$ cat config.mk
export PLATFORM = sky130hd
export DESIGN_NAME = rms_voice_activity_detector_top
export DESIGN_NICKNAME = d
export VERILOG_FILES = /design/src/rtl/rvad_pkg.sv /design/src/rtl/rvad_fifo.sv /design/src/rtl/rvad_front.sv /design/src/rtl/rvad_back.sv /design/src/rtl/rms_voice_activity_detector_top.sv
export SDC_FILE = /design/constraint.sdc
export NUM_CORES = 1
export LEC_CHECK = 0
export ABC_AREA = 1
export BUFFER_PORTS_ARGS = -buffer_cell sky130_fd_sc_hd__buf_2
export CELL_PAD_IN_SITES_DETAIL_PLACEMENT = 1
export CELL_PAD_IN_SITES_GLOBAL_PLACEMENT = 1
export CORE_UTILIZATION = 40
export DETAILED_ROUTE_END_ITERATION = 10
export PLACE_DENSITY = 0.66
export SLEW_MARGIN = 20
export SYNTH_ARGS = -nofsm -noshare
export SYNTH_HDL_FRONTEND = slang
export SYNTH_SLANG_ARGS = --single-unit
$ cat constraint.sdc
create_clock -name i_clk -period 12.7 [get_ports i_clk]
set_input_delay 0.635 -clock i_clk [delete_from_list [all_inputs] [get_ports i_clk]]
set_output_delay 0.635 -clock i_clk [all_outputs]
set_load 0.01 [all_outputs]
$ cat src/rtl/rvad_pkg.sv
// Package for the RMS voice activity detector: widths, constants, shared types.
`timescale 1ns / 1ps
package rvad_pkg;

    // Frame and sample geometry
    localparam int FRAME_MAX = 4096;
    localparam int SMP_W     = 16;
    localparam int CNT_W     = $clog2(FRAME_MAX + 1);
    localparam int SQ_W      = 2 * SMP_W - 1;              // |sample|^2 <= 2^30
    localparam int SUM_W     = SQ_W + CNT_W - 1;

    // Back end arithmetic
    localparam int Q_W        = SQ_W;                      // mean square fits a square
    localparam int REM_W      = CNT_W + 1;
    localparam int ROOT_STEPS = (SQ_W + 1) / 2;
    localparam int STEP_W     = $clog2(Q_W);
    localparam int E_W        = 16;
    localparam int SIL_W      = 25;

    // Configuration registers
    localparam int THR_W      = 16;
    localparam int HANG_W     = 24;
    localparam int PADDR_W    = 3;
    localparam int PDATA_W    = 32;
    localparam logic [THR_W-1:0]  THR_RESET  = THR_W'(655);
    localparam logic [HANG_W-1:0] HANG_RESET = HANG_W'(8000);
    localparam logic REG_THRESHOLD = 1'b0;
    localparam logic REG_HANGOVER  = 1'b1;

    localparam logic [SQ_W-1:0] ENERGY_CLAMP = SQ_W'(32768);

    // Frame queue
    localparam int QDEPTH = 4;
    localparam int QPTR_W = $clog2(QDEPTH);
    localparam int QCNT_W = $clog2(QDEPTH + 1);

    // One closed frame on its way to the back end
    typedef struct packed {
        logic [SUM_W-1:0] sum;
        logic [CNT_W-1:0] count;
    } t_frame;

    // Queue status seen by both sides
    typedef struct packed {
        logic [QCNT_W-1:0] count;
        logic              empty;
    } t_fifo_stat;

    typedef enum logic [1:0] {
        BK_IDLE,
        BK_DIV,
        BK_SQRT,
        BK_DONE
    } t_back_state;

endpackage

$ cat src/rtl/rvad_fifo.sv
// Short frame queue between the accumulator and the RMS back end.
`timescale 1ns / 1ps
module rvad_fifo
    import rvad_pkg::*;
(
    input  logic       i_clk,
    input  logic       i_rst_n,
    input  logic       i_push,
    input  t_frame     i_frame,
    input  logic       i_pop,
    output t_frame     o_frame,
    output t_fifo_stat o_stat
);

    t_frame              r_mem [QDEPTH];
    logic [QPTR_W-1:0]   r_wr;
    logic [QPTR_W-1:0]   r_rd;
    logic [QCNT_W-1:0]   r_cnt;

    // Pointers and fill level
    always_ff @(posedge i_clk) begin
        if (!i_rst_n) begin
            r_wr  <= '0;
            r_rd  <= '0;
            r_cnt <= '0;
        end else begin
            if (i_push) r_wr <= r_wr + QPTR_W'(1);
            if (i_pop)  r_rd <= r_rd + QPTR_W'(1);
            case ({i_push, i_pop})
                2'b10:   r_cnt <= r_cnt + QCNT_W'(1);
                2'b01:   r_cnt <= r_cnt - QCNT_W'(1);
                default: r_cnt <= r_cnt;
            endcase
        end
    end

    // Entry storage
    always_ff @(posedge i_clk) begin
        if (i_push) r_mem[r_wr] <= i_frame;
    end

    assign o_frame      = r_mem[r_rd];
    assign o_stat.count = r_cnt;
    assign o_stat.empty = (r_cnt == '0);

endmodule

$ cat src/rtl/rvad_front.sv
// Front end: takes sample beats, squares them and closes frames into the queue.
`timescale 1ns / 1ps
module rvad_front
    import rvad_pkg::*;
(
    input  logic             i_clk,
    input  logic             i_rst_n,
    input  logic             i_valid,
    output logic             o_ready,
    input  logic [SMP_W-1:0] i_sample,
    input  logic             i_frame_end,
    input  t_fifo_stat       i_stat,
    output logic             o_push,
    output t_frame           o_frame
);

    logic                r_a_valid;
    logic                r_a_close;
    logic [SQ_W-1:0]     r_a_sq;
    logic [CNT_W-1:0]    r_a_count;
    logic [CNT_W-1:0]    r_count;
    logic [SUM_W-1:0]    r_sum;

    logic                accept;
    logic [SMP_W-1:0]    mag;
    logic [2*SMP_W-1:0]  prod;
    logic [CNT_W-1:0]    n_count;
    logic                close;
    logic [SUM_W-1:0]    n_sum;
    logic [QCNT_W:0]     credit;

    // Room check counts a closing beat still in the square stage
    assign credit  = (QCNT_W+1)'(i_stat.count) + (QCNT_W+1)'(r_a_valid && r_a_close);
    assign o_ready = (credit < (QCNT_W+1)'(QDEPTH));
    assign accept  = i_valid && o_ready;

    // Magnitude and square; -32768 maps to 32768
    assign mag     = i_sample[SMP_W-1] ? (~i_sample + SMP_W'(1)) : i_sample;
    assign prod    = mag * mag;
    assign n_count = r_count + CNT_W'(1);
    assign close   = i_frame_end || (n_count == CNT_W'(FRAME_MAX));

    // Square stage and frame counter
    always_ff @(posedge i_clk) begin
        if (!i_rst_n) begin
            r_a_valid <= 1'b0;
            r_count   <= '0;
        end else begin
            r_a_valid <= accept;
            if (accept) r_count <= close ? '0 : n_count;
        end
    end

    always_ff @(posedge i_clk) begin
        if (accept) begin
            r_a_sq    <= prod[SQ_W-1:0];
            r_a_close <= close;
            r_a_count <= n_count;
        end
    end

    // Accumulate; a closing beat hands the frame to the queue
    assign n_sum = r_sum + SUM_W'(r_a_sq);

    always_ff @(posedge i_clk) begin
        if (!i_rst_n) begin
            r_sum <= '0;
        end else if (r_a_valid) begin
            r_sum <= r_a_close ? '0 : n_sum;
        end
    end

    assign o_push        = r_a_valid && r_a_close;
    assign o_frame.sum   = n_sum;
    assign o_frame.count = r_a_count;

endmodule

$ cat src/rtl/rvad_back.sv
// Back end: mean square by restoring divide, integer root, hangover decision.
`timescale 1ns / 1ps
module rvad_back
    import rvad_pkg::*;
(
    input  logic              i_clk,
    input  logic              i_rst_n,
    input  t_frame            i_frame,
    input  t_fifo_stat        i_stat,
    output logic              o_pop,
    input  logic [THR_W-1:0]  i_threshold,
    input  logic [HANG_W-1:0] i_hangover,
    output logic              o_valid,
    input  logic              i_ready,
    output logic [E_W-1:0]    o_frame_energy,
    output logic              o_speaking
);

    t_back_state         r_state;
    t_back_state         n_state;
    logic [STEP_W-1:0]   r_step;
    logic [CNT_W-1:0]    r_div;
    logic [REM_W-1:0]    r_rem;
    logic [Q_W-1:0]      r_quo;
    logic [SQ_W-1:0]     r_root;
    logic [SQ_W-1:0]     r_bit;
    logic [SIL_W-1:0]    r_silence;
    logic                r_speaking;
    logic                r_out_valid;
    logic [E_W-1:0]      r_out_energy;

    logic                div_step;
    logic                root_step;
    logic                finish;
    logic                div_last;
    logic                root_last;
    logic [REM_W-1:0]    shifted;
    logic                div_ge;
    logic [SQ_W:0]       trial;
    logic                root_ge;
    logic [E_W-1:0]      energy;
    logic                speech;
    logic [SIL_W:0]      sil_sum;
    logic [SIL_W-1:0]    sil_sat;
    logic                n_speaking;

    assign div_last  = (r_step == STEP_W'(Q_W - 1));
    assign root_last = (r_step == STEP_W'(ROOT_STEPS - 1));

    // Next state
    always_comb begin
        n_state = r_state;
        case (r_state)
            BK_IDLE: if (!i_stat.empty) n_state = BK_DIV;
            BK_DIV:  if (div_last)      n_state = BK_SQRT;
            BK_SQRT: if (root_last)     n_state = BK_DONE;
            BK_DONE: if (!r_out_valid || i_ready) n_state = BK_IDLE;
            default: n_state = BK_IDLE;
        endcase
    end

    // Control strobes
    always_comb begin
        o_pop     = 1'b0;
        div_step  = 1'b0;
        root_step = 1'b0;
        finish    = 1'b0;
        case (r_state)
            BK_IDLE: o_pop     = !i_stat.empty;
            BK_DIV:  div_step  = 1'b1;
            BK_SQRT: root_step = 1'b1;
            BK_DONE: finish    = !r_out_valid || i_ready;
            default: ;
        endcase
    end

    always_ff @(posedge i_clk) begin
        if (!i_rst_n) r_state <= BK_IDLE;
        else          r_state <= n_state;
    end

    // One quotient bit per cycle; remainder stays below the frame length
    assign shifted = {r_rem[REM_W-2:0], r_quo[Q_W-1]};
    assign div_ge  = (shifted >= REM_W'(r_div));

    // One root bit per cycle, radicand kept in the quotient register
    assign trial   = (SQ_W+1)'(r_root) + (SQ_W+1)'(r_bit);
    assign root_ge = ((SQ_W+1)'(r_quo) >= trial);

    always_ff @(posedge i_clk) begin
        if (o_pop) begin
            r_div  <= i_frame.count;
            r_rem  <= REM_W'(i_frame.sum >> Q_W);
            r_quo  <= i_frame.sum[Q_W-1:0];
            r_step <= '0;
        end else if (div_step) begin
            r_rem  <= div_ge ? (shifted - REM_W'(r_div)) : shifted;
            r_quo  <= {r_quo[Q_W-2:0], div_ge};
            r_step <= div_last ? '0 : r_step + STEP_W'(1);
            if (div_last) begin
                r_root <= '0;
                r_bit  <= SQ_W'(1) << (SQ_W - 1);
            end
        end else if (root_step) begin
            if (root_ge) begin
                r_quo  <= r_quo - trial[SQ_W-1:0];
                r_root <= (r_root >> 1) + r_bit;
            end else begin
                r_root <= r_root >> 1;
            end
            r_bit  <= r_bit >> 2;
            r_step <= r_step + STEP_W'(1);
        end
    end

    // Clamp, threshold and saturating silence count
    assign energy  = (r_root > ENERGY_CLAMP) ? E_W'(ENERGY_CLAMP) : r_root[E_W-1:0];
    assign speech  = (energy > i_threshold);
    assign sil_sum = (SIL_W+1)'(r_silence) + (SIL_W+1)'(r_div);
    assign sil_sat = sil_sum[SIL_W] ? {SIL_W{1'b1}} : sil_sum[SIL_W-1:0];

    always_comb begin
        n_speaking = r_speaking;
        if (speech)                                 n_speaking = 1'b1;
        else if (sil_sat > SIL_W'(i_hangover))      n_speaking = 1'b0;
    end

    always_ff @(posedge i_clk) begin
        if (!i_rst_n) begin
            r_silence   <= '0;
            r_speaking  <= 1'b0;
            r_out_valid <= 1'b0;
        end else if (finish) begin
            r_silence   <= speech ? '0 : sil_sat;
            r_speaking  <= n_speaking;
            r_out_valid <= 1'b1;
        end else if (i_ready) begin
            r_out_valid <= 1'b0;
        end
    end

    always_ff @(posedge i_clk) begin
        if (finish) r_out_energy <= energy;
    end

    assign o_valid        = r_out_valid;
    assign o_frame_energy = r_out_energy;
    assign o_speaking     = r_speaking;

endmodule

$ cat src/rtl/rms_voice_activity_detector_top.sv
// Top level of the RMS voice activity detector: APB registers, front, queue, back.
//
//  channel   direction  handshake           payload
//  sample    in         i_valid / o_ready   i_sample, i_frame_end
//  result    out        o_valid / i_ready   o_frame_energy, o_speaking
//  config    in         APB psel/penable    paddr, pwdata, prdata
//
// The front takes one sample beat per cycle while o_ready is high; the square is
// registered and reaches the accumulator on the next cycle. The back end pops a
// frame, divides (restoring), takes the root, one bit a cycle, and holds the result.
// Frames shorter than a back end pass fill the four-frame queue, then the front stalls.
// Reset is synchronous, active low; there is no clearing pass.
// A result waiting on i_ready holds the back end in its final state only.
`timescale 1ns / 1ps
module rms_voice_activity_detector_top
    import rvad_pkg::*;
(
    input  logic               i_clk,
    input  logic               i_rst_n,
    input  logic               i_valid,
    output logic               o_ready,
    input  logic [SMP_W-1:0]   i_sample,
    input  logic               i_frame_end,
    output logic               o_valid,
    input  logic               i_ready,
    output logic [E_W-1:0]     o_frame_energy,
    output logic               o_speaking,
    input  logic               psel,
    input  logic               penable,
    input  logic               pwrite,
    input  logic [PADDR_W-1:0] paddr,
    input  logic [PDATA_W-1:0] pwdata,
    output logic [PDATA_W-1:0] prdata,
    output logic               pready
);

    logic [THR_W-1:0]  r_threshold;
    logic [HANG_W-1:0] r_hangover;
    logic              wr_en;
    logic              push;
    logic              pop;
    t_frame            push_frame;
    t_frame            head_frame;
    t_fifo_stat        stat;

    // Register file
    assign pready = 1'b1;
    assign wr_en  = psel && penable && pwrite;

    always_ff @(posedge i_clk) begin
        if (!i_rst_n) begin
            r_threshold <= THR_RESET;
            r_hangover  <= HANG_RESET;
        end else if (wr_en) begin
            case (paddr[2])
                REG_THRESHOLD: r_threshold <= pwdata[THR_W-1:0];
                REG_HANGOVER:  r_hangover  <= pwdata[HANG_W-1:0];
                default: ;
            endcase
        end
    end

    always_comb begin
        case (paddr[2])
            REG_THRESHOLD: prdata = PDATA_W'(r_threshold);
            REG_HANGOVER:  prdata = PDATA_W'(r_hangover);
            default:       prdata = '0;
        endcase
    end

    rvad_front u_front (
        .i_clk       (i_clk),
        .i_rst_n     (i_rst_n),
        .i_valid     (i_valid),
        .o_ready     (o_ready),
        .i_sample    (i_sample),
        .i_frame_end (i_frame_end),
        .i_stat      (stat),
        .o_push      (push),
        .o_frame     (push_frame)
    );

    rvad_fifo u_fifo (
        .i_clk   (i_clk),
        .i_rst_n (i_rst_n),
        .i_push  (push),
        .i_frame (push_frame),
        .i_pop   (pop),
        .o_frame (head_frame),
        .o_stat  (stat)
    );

    rvad_back u_back (
        .i_clk          (i_clk),
        .i_rst_n        (i_rst_n),
        .i_frame        (head_frame),
        .i_stat         (stat),
        .o_pop          (pop),
        .i_threshold    (r_threshold),
        .i_hangover     (r_hangover),
        .o_valid        (o_valid),
        .i_ready        (i_ready),
        .o_frame_energy (o_frame_energy),
        .o_speaking     (o_speaking)
    );

endmodule

==> summary.md, run 1 <==
| Metric | Value |
|---|---|
| Outcome | `finished clean` |
| Crit path DAT | `8.64 ns` |
| Nets@finish | `5050` |
| Slew Viols, Final | `0` |
| Worst setup SP type | `primary input` |
| DRC | `0` |
| Clk Latency, worst-skew pair | `0.65 ns` |
| Die height | `309 microns` |
| Layout area overhead | `10.0%` |
| Crit-path most repeated cell | `inv_1` |
| Reg clk slew, reported paths | `0.06 ns` |
| DRT Pass-1 Iters | `6` |
| Vias in the first global route | `between 30000 and 40000` |
| Flop2flop setup slack | `7.22 ns` |
| Total grt overflow | `0` |
| Register Area | `14400 sq um` |
| CTS tree | `built` |
| Hold depth | `3` |
| CP max FO | `18` |
| Kind of cell adding the most delay to the critical path | `adder cells` |
| RSZ-0062 raised after global routing | `no` |
| Post-synth ARST share | `0` |
| Setup violators final | `0` |
| CP Capture Type | `flop` |
| DR iter-0 viols | `1573` |
| Worst reg2reg startpoint | `u_back.r_root[2]` |
| Core footprint | `approximately 93000 sq um` |
| Yosys cell types | `between 60 and 70` |
| Fillers | `around 11000` |
| Peak Freq | `121 MHz` |
| N_diodes | `0` |
| Post-Syn Instances | `4489` |
| Worst Hold Path EP | `r_hangover[10]` |
| Critical Path RT | `between 10 and 15 ns` |
| Initial antenna violation count | `0` |
| FF-to-FF path depth | `28` |
| Starting Density | `0.403` |
| Post-CTS Setup Repair Bufs | `0` |
| Sinks on Clock Net | `528` |
| WL final | `around 110 mm` |
| Buf/Inv on CP | `10` |
| Worst path depth | `34` |
| # IOs | `111` |
| CTS max path bufs | `3` |
| Ys flop type | `edfxtp_1` |
| Slowest cell on crit path | `fa_1` |
| Post-Syn Area per Cell | `8.38 sq um` |
| First-pass GRT wire length | `174 mm` |
| Syn. warnings | `0` |
| Crit path time final | `8.24 ns` |
| Row Count | `between 100 and 150` |
| Post-Syn Area | `37600 sq um` |
| CTS Buf Count | `60` |
| Largest net degree at the start of global routing | `88` |
| HP Start | `pwdata[10]` |
| Vias per cell | `5.20` |
| Slowest cell delay on critical path | `0.57 ns` |
| Post-detail-place hpwl | `83.1 mm` |
| Share of cells above drive strength 1 | `0.0634` |
| Gr usage total | `0.231` |
| DR vias | `30500` |
| Hold buffer count at CTS | `0` |
| Multi-input logic area | `20100 sq um` |
| WL per Instance | `roughly 19 microns` |
| Capture point of the worst reg-to-reg path | `u_back.r_quo[28]` |
| Slew @ Worst Pin | `0.982 ns` |
| DRT antenna net count | `0` |
| CTS H-tree lvls | `2` |
| CTS root buf | `clkbuf_16` |
| Die Area | `95200 sq um` |
| Post-CTS sizing | `0` |
| Setup TNS | `0 ns` |
| Worst Skew | `0.0280 ns` |
| Relative slew slack | `0.345` |
| Seq/Total Area, Yosys | `0.384` |
| Total of max-cap violations | `0` |
| Final Wtd Congestion | `0.860` |
| Period Utilization, post-route | `0.649` |
| Post-synth EDFFs | `387` |
| FF+latch count, synth | `528` |
| DIE WIDTH | `309 microns` |
| Kind of critical path | `in2reg` |
| Final Hold Vio Count | `0` |
| Worst Hold Class | `in2reg` |
| Port Buf Inserts | `91` |
==> worst reg2reg max path: cells and delay by family (launching register included) <==
family                   cells  cell delay [ns]
AO/OA/AOI/OAI                5             1.00
XOR/XNOR                     1             0.19
adder cells (fa/ha/maj)      2             0.78
buffers and inverters        2             0.49
flip-flops                   1             0.49
AND/OR/NAND/NOR             18             2.11
==> cells in the final DEF (no fill, tap or decap), types with 18 or more instances in the layout <==
master	instances
or2_2	23
xnor2_1	49
o21bai_1	25
nor3_1	41
buf_2	91
edfxtp_1	387
nor2_1	400
o22ai_1	29
nand4_1	39
nand3_1	200
fa_1	169
and2_1	22
a21o_1	18
ha_1	270
nand2_1	907
a221o_1	19
o21ai_1	19
o21ai_0	266
dfxtp_1	139
xor2_1	92
buf_4	23
a31oi_1	21
a21oi_1	380
inv_1	668
conb_1	20
clkbuf_16	61
nor4_1	24
==> final cells by class <==
| class | count | share of cell area |
|---|---|---|
| clock buffers | 82 | 0.0405 |
| clock inverters | 31 | 0.00771 |
| inverters | 689 | 0.0626 |
| multi-input cells | 3158 | 0.486 |
| flip-flops and latches | 528 | 0.349 |
| well taps | 1254 | 0.0379 |
| repair buffers | 115 | 0.0158 |
==> cell families after synthesis <==
family          after synthesis  synth area share
flops                       528             0.384
xor+xnor                    144            0.0344
other cells                   2          0.000200
compound gates              855             0.128
simple gates               1700             0.189
buf+inv                     821            0.0848
fa+ha+maj                   439             0.180
==> per-stage QoR <==
step                worst slack (ns)   util  instance area, sq um  hold WS, ns  instances
finish                          4.46  0.444                 41400        0.222       5857
global placement                3.86  0.422                 39300        0.452       5743
CTS                             4.43  0.444                 41300        0.171       5856
global route                    3.94  0.444                 41400        0.197       5857
detailed placement              3.73  0.422                 39300        0.457       5743
floorplan                       5.49      -                 37700        0.443       4507
==> worst max path at each step <==
stage / endpoint / from / slack, ns
final: u_front.r_a_sq[28] / i_sample[0] / 4.46
after floorplan: u_front.r_a_sq[28] / i_sample[0] / 5.49
after global routing: u_front.r_a_sq[28] / i_sample[0] / 3.94
after global placement: u_front.r_a_sq[28] / i_sample[0] / 3.86
after detailed placement: u_front.r_a_sq[29] / i_sample[0] / 3.73
after CTS: u_front.r_a_sq[29] / i_sample[0] / 4.43
==> routing by layer <==
layer | GRT usage | routed length [microns] | vias up
met3 | 0.0246 | 3240 | 123
met5 | 0 | 0 | -
met4 | 0.0642 | 2850 | 0
met2 | 0.412 | 53700 | 411
li1 | - | - | 15000
met1 | 0.294 | 49000 | 15000
==> cell usage after synthesis, types with 5 or more instances <==
master,count,area share
o21a_1,7,0.0014
a21o_1,18,0.0036
clkbuf_1,84,0.0084
o21ai_2,6,0.0014
or2_2,23,0.0038
xor2_1,92,0.021
nor3_1,42,0.0056
o21ai_1,19,0.0025
xnor2_1,49,0.011
a32o_1,9,0.0024
nand2_2,9,0.0015
o211ai_1,14,0.0028
o21ai_0,266,0.035
and2_1,22,0.0037
buf_4,16,0.0032
a211oi_1,5,0.0010
o21bai_1,25,0.0050
nor2_1,406,0.041
nand4_1,39,0.0065
a221oi_1,7,0.0016
buf_2,19,0.0025
a21boi_0,5,0.0010
nand2_1,907,0.091
fa_1,169,0.090
a221o_1,19,0.0051
a31oi_1,21,0.0035
a21oi_1,382,0.051
nor4_1,24,0.0040
edfxtp_1,387,0.31
inv_2,10,0.0010
ha_1,270,0.090
inv_1,671,0.067
dfxtp_1,141,0.075
clkinv_1,8,0.00080
nand3b_1,14,0.0028
buf_1,10,0.0010
o22ai_1,29,0.0048
nand3_1,200,0.027
==> registers in the layout (all words and copies together), names as in the netlist, 16 cells and up, named ones only <==
register               flops
u_back.r_bit              16
r_hangover                24
u_back.r_root             31
r_threshold               16
u_fifo.r_mem             224
u_back.r_quo              31
u_back.o_frame_energy     16
u_back.r_silence          25
u_front.r_sum             43
u_front.r_a_sq            30
Power of run 1 is not shown: default switching activity piles up to over one toggle a cycle in this logic, so the estimate is an artifact.
==> run 2: changes to the inputs <==
clock period = 8.01 ns   (was 12.7 ns; I/O delays follow)
==> summary.md, run 2 (same netlist as run 1, synthesis figures left out) <==
| Metric | Value |
|---|---|
| Gr usage total | `0.233 (+0.00273)` |
| Slew @ Worst Pin | `1.09 ns (+0.104 ns)` |
| CP max FO | `10 (-8)` |
| CTS max path bufs | `3 (unchanged)` |
| Sinks on Clock Net | `528 (unchanged)` |
| Biggest regs | `u_fifo.r_mem x224, u_front.r_sum x43` |
| CTS tree | `built` |
| Largest register FFs | `224 (unchanged)` |
| Post-detail-place hpwl | `84.2 mm (+1.3%)` |
| DIE WIDTH | `309 microns (unchanged)` |
| Crit-path most repeated cell | `inv_1` |
| DRC | `0 (unchanged)` |
| Largest net degree at the start of global routing | `70 (-20%)` |
| Setup TNS | `0 ns (unchanged)` |
| Vias in the first global route | `32400 (+1.6%)` |
| Period Utilization, post-route | `0.846` |
| Biggest register | `u_fifo.r_mem` |
| Setup violators final | `0 (unchanged)` |
| Outcome | `finished clean` |
| Post-CTS sizing | `0 (unchanged)` |
| Fillers | `11100 (-0.46%)` |
| Relative slew slack | `0.274 (-0.0712)` |
| Peak Freq | `148 MHz` |
| Hold buffer count at CTS | `19 (+19)` |
| Core footprint | `93200 sq um (unchanged)` |
| WL per Instance | `18.6 microns (+0.38%)` |
| Reg clk slew, reported paths | `0.06 ns (about the same)` |
| Most common cell after layout, fill and taps aside | `nand2_1` |
| Commonest cells after routing, fill and taps aside | `nand2_1 (907), inv_1 (668), nor2_1 (400)` |
| N_diodes | `0 (unchanged)` |
| DRT Pass-1 Iters | `5 (-1)` |
| Slowest cell delay on critical path | `0.56 ns (about the same)` |
| Initial antenna violation count | `0 (unchanged)` |
| DRT antenna net count | `0 (unchanged)` |
| Worst Hold Class | `in2reg` |
| Row Count | `112 (unchanged)` |
| Die Area | `95200 sq um (unchanged)` |
| Final Hold Vio Count | `0 (unchanged)` |
| Share of cells above drive strength 1 | `0.0661 (+0.00268)` |
| CTS root buf | `clkbuf_16` |
| Multi-input logic area | `20100 sq um (unchanged)` |
| Register Area | `14400 sq um (unchanged)` |
| CTS Buf Count | `57 (-5.0%)` |
| Final Wtd Congestion | `0.878 (+2.0%)` |
| CP Capture Type | `flop` |
| Post-CTS Setup Repair Bufs | `0 (unchanged)` |
| Worst setup SP type | `primary input` |
| DR iter-0 viols | `1515 (-3.7%)` |
| RSZ-0062 raised after global routing | `no` |
| Nets@finish | `5078 (+0.55%)` |
| Slew Viols, Final | `0 (unchanged)` |
| Total grt overflow | `0 (unchanged)` |
| Slowest cell on crit path | `fa_1` |
| Port Buf Inserts | `91 (unchanged)` |
| Worst Skew | `0.0478 ns (+0.0198 ns)` |
| Crit path DAT | `7.19 ns (-1.45 ns)` |
| Critical Path RT | `8.43 ns (-4.67 ns)` |
| # IOs | `111 (unchanged)` |
| Crit path time final | `around 6.8 ns` |
| WL final | `110 mm (+0.81%)` |
| Clk Latency, worst-skew pair | `0.67 ns (+0.02 ns)` |
| DR vias | `30600 (+0.35%)` |
| Layout area overhead | `10.8%` |
| Starting Density | `0.403 (unchanged)` |
| Kind of critical path | `in2reg` |
| Die height | `309 microns (unchanged)` |
| Vias per cell | `5.20 (about the same)` |
| First-pass GRT wire length | `176 mm (+1.2%)` |
| CTS H-tree lvls | `2 (unchanged)` |
| Total of max-cap violations | `0 (unchanged)` |
-- run 2: through the flow --
step	hold slack [ns]	utilization	cells	cell area, sq um	setup slack, ns
floorplan	0.443	-	4507	37700	1.04
global placement	0.446	0.423	5756	39400	0.564
detailed placement	0.454	0.423	5756	39400	0.473
CTS	0.0105	0.447	5882	41700	1.21
global route	0.0312	0.447	5882	41700	0.629
finish	0.0526	0.447	5882	41700	1.24
-- run 2: worst paths after layout --
check,cells after the start,slack (ns),from,to
hold / removal,3,0.05,pwdata[13],r_threshold[13]
setup / recovery,35,1.24,i_sample[0],u_front.r_a_sq[22]
hold reg to reg,2,0.46,u_back.o_speaking,u_back.o_speaking
setup reg to reg,28,1.95,u_back.r_root[2],u_back.r_quo[7]
-- run 2: worst max-delay path, delay by kind of cell --
family	cells	cell delay (ns)
and+or+nand+nor	5	0.67
buffers and inverters	14	1.21
AOI/OAI and AO/OA	7	1.20
xor gates and xnor gates	1	0.08
adders and majority gates	8	3.61
-- run 2: cell type report --
class | count | share of cell area
clock buffers | 74 | 0.0382
clock inverters | 33 | 0.0105
inverters | 689 | 0.0621
multi-input cells | 3158 | 0.483
flip-flops and latches | 528 | 0.347
well taps | 1254 | 0.0377
repair buffers | 146 | 0.0220
-- run 2: per-layer routing --
| layer | GRT usage | part of all wire | up-vias |
|---|---|---|---|
| li1 | - | - | 15000 |
| met3 | 0.0214 | 0.027 | 154 |
| met4 | 0.0765 | 0.033 | 0 |
| met5 | 0 | 0 | - |
| met1 | 0.292 | 0.45 | 15000 |
| met2 | 0.420 | 0.49 | 434 |
Power of run 2 is left out for the same reason.
